File: src/design/dllce_pkg.sv
// ----------------------------------------------------------------------------
// dllce_pkg: shared types and codes for the linked list cursor engine
// Operation codes, pool defaults and the controller-datapath command struct.
// ----------------------------------------------------------------------------
`default_nettype none
package dllce_pkg;
  localparam int NodesDef = 64;

  localparam logic [4:0] OP_CLEAR     = 5'd0;
  localparam logic [4:0] OP_INSFIRST  = 5'd1;
  localparam logic [4:0] OP_INSLAST   = 5'd2;
  localparam logic [4:0] OP_CURFIRST  = 5'd3;
  localparam logic [4:0] OP_CURLAST   = 5'd4;
  localparam logic [4:0] OP_GETFIRST  = 5'd5;
  localparam logic [4:0] OP_GETLAST   = 5'd6;
  localparam logic [4:0] OP_DELFIRST  = 5'd7;
  localparam logic [4:0] OP_DELLAST   = 5'd8;
  localparam logic [4:0] OP_DELAFTER  = 5'd9;
  localparam logic [4:0] OP_DELBEFORE = 5'd10;
  localparam logic [4:0] OP_INSAFTER  = 5'd11;
  localparam logic [4:0] OP_INSBEFORE = 5'd12;
  localparam logic [4:0] OP_GET       = 5'd13;
  localparam logic [4:0] OP_SET       = 5'd14;
  localparam logic [4:0] OP_NEXT      = 5'd15;
  localparam logic [4:0] OP_PREV      = 5'd16;

  // controller to datapath
  typedef struct packed {
    logic load;   // capture the incoming beat
    logic rd1;    // read links of the first node
    logic rd2;    // read links of the neighbour
    logic exec;   // apply the operation
  } dllce_cmd_t;
endpackage
`default_nettype wire

File: src/design/dllce_ctrl.sv
// ----------------------------------------------------------------------------
// dllce_ctrl: operation sequencer
// Steps each beat through load, two link reads, execute and result.
// ----------------------------------------------------------------------------
`default_nettype none
module dllce_ctrl (
  input  wire                    clk,
  input  wire                    rst_n,
  input  wire                    in_valid,
  output logic                   in_ready,
  output logic                   res_load,
  input  wire                    res_free,
  output dllce_pkg::dllce_cmd_t  cmd
);
  import dllce_pkg::*;

  localparam logic [2:0] S_IDLE = 3'd0;
  localparam logic [2:0] S_RD1  = 3'd1;
  localparam logic [2:0] S_RD2  = 3'd2;
  localparam logic [2:0] S_EXEC = 3'd3;
  localparam logic [2:0] S_DONE = 3'd4;

  logic [2:0] state_r, state_nxt;

  always_comb begin
    state_nxt = state_r;
    cmd       = '0;
    in_ready  = 1'b0;
    res_load  = 1'b0;
    unique case (state_r)
      S_IDLE: begin
        in_ready = 1'b1;
        if (in_valid) begin
          cmd.load  = 1'b1;
          state_nxt = S_RD1;
        end
      end
      S_RD1: begin
        cmd.rd1   = 1'b1;
        state_nxt = S_RD2;
      end
      S_RD2: begin
        cmd.rd2   = 1'b1;
        state_nxt = S_EXEC;
      end
      S_EXEC: begin
        cmd.exec  = 1'b1;
        state_nxt = S_DONE;
      end
      S_DONE: begin
        if (res_free) begin
          res_load  = 1'b1;
          state_nxt = S_IDLE;
        end
      end
      default: state_nxt = S_IDLE;
    endcase
  end

  always_ff @(posedge clk) begin
    if (!rst_n) begin
      state_r <= S_IDLE;
    end else begin
      state_r <= state_nxt;
    end
  end
endmodule
`default_nettype wire

File: config.mk
export PLATFORM = sky130hd
export DESIGN_NAME = dllce_ctrl
export DESIGN_NICKNAME = d
export VERILOG_FILES = /design/src/design/dllce_pkg.sv /design/src/design/dllce_ctrl.sv
export SDC_FILE = /design/constraint.sdc
export NUM_CORES = 1
export LEC_CHECK = 0
export BUFFER_PORTS_ARGS = -buffer_cell sky130_fd_sc_hd__buf_2
export CAP_MARGIN = 20
export CORE_AREA = 3 3 40 42
export CTS_BUF_LIST = sky130_fd_sc_hd__clkbuf_4
export CTS_CLUSTER_DIAMETER = 40
export DETAILED_ROUTE_END_ITERATION = 10
export DIE_AREA = 0 0 43 45
export PLACE_DENSITY = 0.3
export SLEW_MARGIN = 20
export SYNTH_ARGS = -nofsm -noshare
export SYNTH_HDL_FRONTEND = slang
export SYNTH_SLANG_ARGS = --single-unit
File: constraint.sdc
create_clock -name clk -period 2 [get_ports clk]
set_input_delay 0 -clock clk [delete_from_list [all_inputs] [get_ports clk]]
set_output_delay 0 -clock clk [all_outputs]
set_load 0.01 [all_outputs]
==> impl_results.md <==
* CP Max Fanout at 8
* Most common library cell in the layout ignoring fill and taps: buf_2
* Port-buffer cells at 9
* DP Area at 213 µm²
* # diodes at 0
* Ports at 10
* Synthesized cell area at 159 µm²
* Worst path buffer plus inverter count at 1
* H-Tree Level Count at 1
* Buffers inserted by post-CTS timing repair at 0
* Flop pwr share at 31.9%
* # clock sinks at 3
* GRT overflow at 0
* Maximum VDD drop at 0.244 mV
* GP Congestion at 0.606
* P_sw at 61.3 µW
* Core area at 1280 µm²
* FF-to-FF path depth at 2
* Initial Util at 12.4%
* Worst r2r dst: state_r[2]$_SDFFE_PN0P_
* Power Density at 939 nW/µm²
* RSZ-0062 raised after global routing: false
* Delay-heaviest family, CP: simple AND/OR/NAND/NOR gates
* GRT Overall Usage at 5.24%
* Top flop regs: state_r x3
* Final instance area at 253 µm²
* Syn_nets at 22
* Final design utilization at 19.7%
* CTS resizes at 0
* TNS Setup at 0 ns
* Die Ht at 45 µm
* Final min period at 1.11 ns
* Clock Latency Late Sink at 0.23 ns
* Worst hold start: in_valid
* DRC viols at 0
* Critical Path AT at 1.11 ns
* Die area at 1940 µm²
* Commonest non-fill, non-tap cells in the layout: buf_2 (9), clkbuf_4 (4), dfxtp_1 (3)
* Vias in the first global route at 150
* DIE WIDTH at 43 µm
* Final Non-Filler Cells at 45
* R2R Setup Slk at 1.09 ns
* Slowest CP cell: dfxtp_1
* Worst path cell trace: nor3_1 > and2_1 > buf_2
* Int Power at 176 µW
* Reg-to-Reg Start: state_r[2]$_SDFFE_PN0P_
* Placed Cells at 40
* Most flops, register: state_r
* Clock Power Share at 51.0%
* DR WL/cell at 8.89 µm
* Largest net degree at the start of global routing at 9
* Max-cap violations at 0
* Wirelength, routed at 400 µm
* Post-synth cell types at 12
* Yosys warnings at 0
* Fillers at 138
* Register clock-pin slew on the reported worst setup and hold paths at 0.04 ns
* Seq. cell area at 60.1 µm²
* # nets final at 35
* Row count at 13
* Share of layout cells above drive strength 1 at 43.3%
* Syn avg cell area at 8.83 µm²
* Antenna-violating nets left at 0
* Root buf cell: clkbuf_4
* Final hold vios at 0
* Cts hold-fix bufs at 1
* Crit Path Class: flip-flop to primary output
* Overall via count from detail_route at 170
* Yosys reg bits at 3
* CTS tree: built
* Crit-path max cell delay at 0.37 ns
* Area Growth Syn to Fin at 59.1%
* Status: completed
* Slew margin rel. at 82.4%
* First-pass GRT wire length at 655 µm
* Critical path launch point type: flip-flop
* Max reg flops at 3
* CP Capture Type: primary output
* Final slew viol count at 0
* Area of the multi-input gates at 88.8 µm²
* CTS max path bufs at 2
* Sw frac at 25.8%
* Worst-margin pin slew at 0.260 ns
* Final period util at 55.6%
* Worst Hold Class: input port to flip-flop
* Worst Hold Depth at 3
* Initial DRC Count at 4
* CTS Buf Count at 3
* Cell count after synthesis at 18
* Achievable clock frequency at 0.900 GHz
* Leak at 0.000119 µW
* Logic pwr share at 17.1%
* Final Setup Violations at 0
* Initial antenna violation count at 0
* Avg Vias per Cell at 3.78
* Sequential fraction of the synthesis area at 37.8%
* 1st-pass router iterations at 2
* Clock skew at 0.00112 ns
* CP required at 2.00 ns
* Worst hold endpoint: state_r[0]$_SDFFE_PN0P_
Yosys cell counts:
library cell,number,area [µm²]
o21a_1,1,7.51
nor2_1,2,7.51
nor3b_1,2,15.0
and3b_1,1,8.76
dfxtp_1,3,60.1
buf_2,2,10.0
xnor2_1,1,8.76
nor3_1,2,10.0
nor4bb_1,1,10.0
nand2b_1,1,6.26
and2_1,1,6.26
nor4b_1,1,8.76
power groups by stage:
| stage | logic, µW | clock network [µW] | registers, µW |
|---|---|---|---|
| global route | 45.2 | 134 | 77.4 |
| finish | 40.6 | 121 | 75.7 |
| global placement | 40.9 | 0 | 75.5 |
| floorplan | 33.8 | 0 | 67.4 |
| detailed placement | 39.7 | 0 | 76.2 |
| CTS | 41.6 | 128 | 75.2 |
layout make-up:
cell class / count / share of cell area [%]
well taps: 15 / 7.43
repair buffers: 10 / 21.8
clock buffers: 4 / 11.9
multi-input cells: 13 / 35.1
flip-flops and latches: 3 / 23.8
per-stage QoR:
stage / hold slack (ns) / total power (µW) / worst slack [ns]
3_3_place_gp: 0.231 / 116 / 1.07
5_1_grt: 0.0522 / 257 / 0.788
2_1_floorplan: 0.118 / 101 / 1.00
6_report: 0.0468 / 237 / 0.888
3_5_place_dp: 0.234 / 116 / 1.09
4_1_cts: 0.0388 / 244 / 0.873
how the worst max path moves through the flow:
stage | startpoint | endpoint | slack (ns) | cells past startpoint
floorplan | state_r[1]$_SDFFE_PN0P_ | cmd[3] | 1.00 | 3
global placement | state_r[1]$_SDFFE_PN0P_ | state_r[2]$_SDFFE_PN0P_ | 1.07 | 2
detailed placement | state_r[1]$_SDFFE_PN0P_ | state_r[2]$_SDFFE_PN0P_ | 1.09 | 2
CTS | state_r[1]$_SDFFE_PN0P_ | cmd[3] | 0.87 | 3
global route | state_r[1]$_SDFFE_PN0P_ | cmd[3] | 0.79 | 3
finish | state_r[1]$_SDFFE_PN0P_ | cmd[3] | 0.89 | 3
per-layer routing:
metal | track usage, % | vias up | routed length [µm] | share of wire, %
met5 | 0 | - | 0 | 0
li1 | - | 86 | - | -
met1 | 5.77 | 76 | 183 | 46
met4 | 3.61 | 0 | 0 | 0
met3 | 7.17 | 0 | 62 | 16
met2 | 4.49 | 8 | 153 | 38
kinds of logic (layout without fill, tap and decap cells):
group / after synthesis / in the layout / synth area share, %
compound gates: 1 / 1 / 4.73
xor+xnor: 1 / 1 / 5.51
buf+inv: 2 / 14 / 6.30
flops: 3 / 3 / 37.8
simple gates: 11 / 11 / 45.7
tightest hold or removal path, stage by stage:
cell    delay, ns
buf_2        0.11
nor2_1       0.08
nor3_1       0.05
Power figures use the tool's default switching activity.
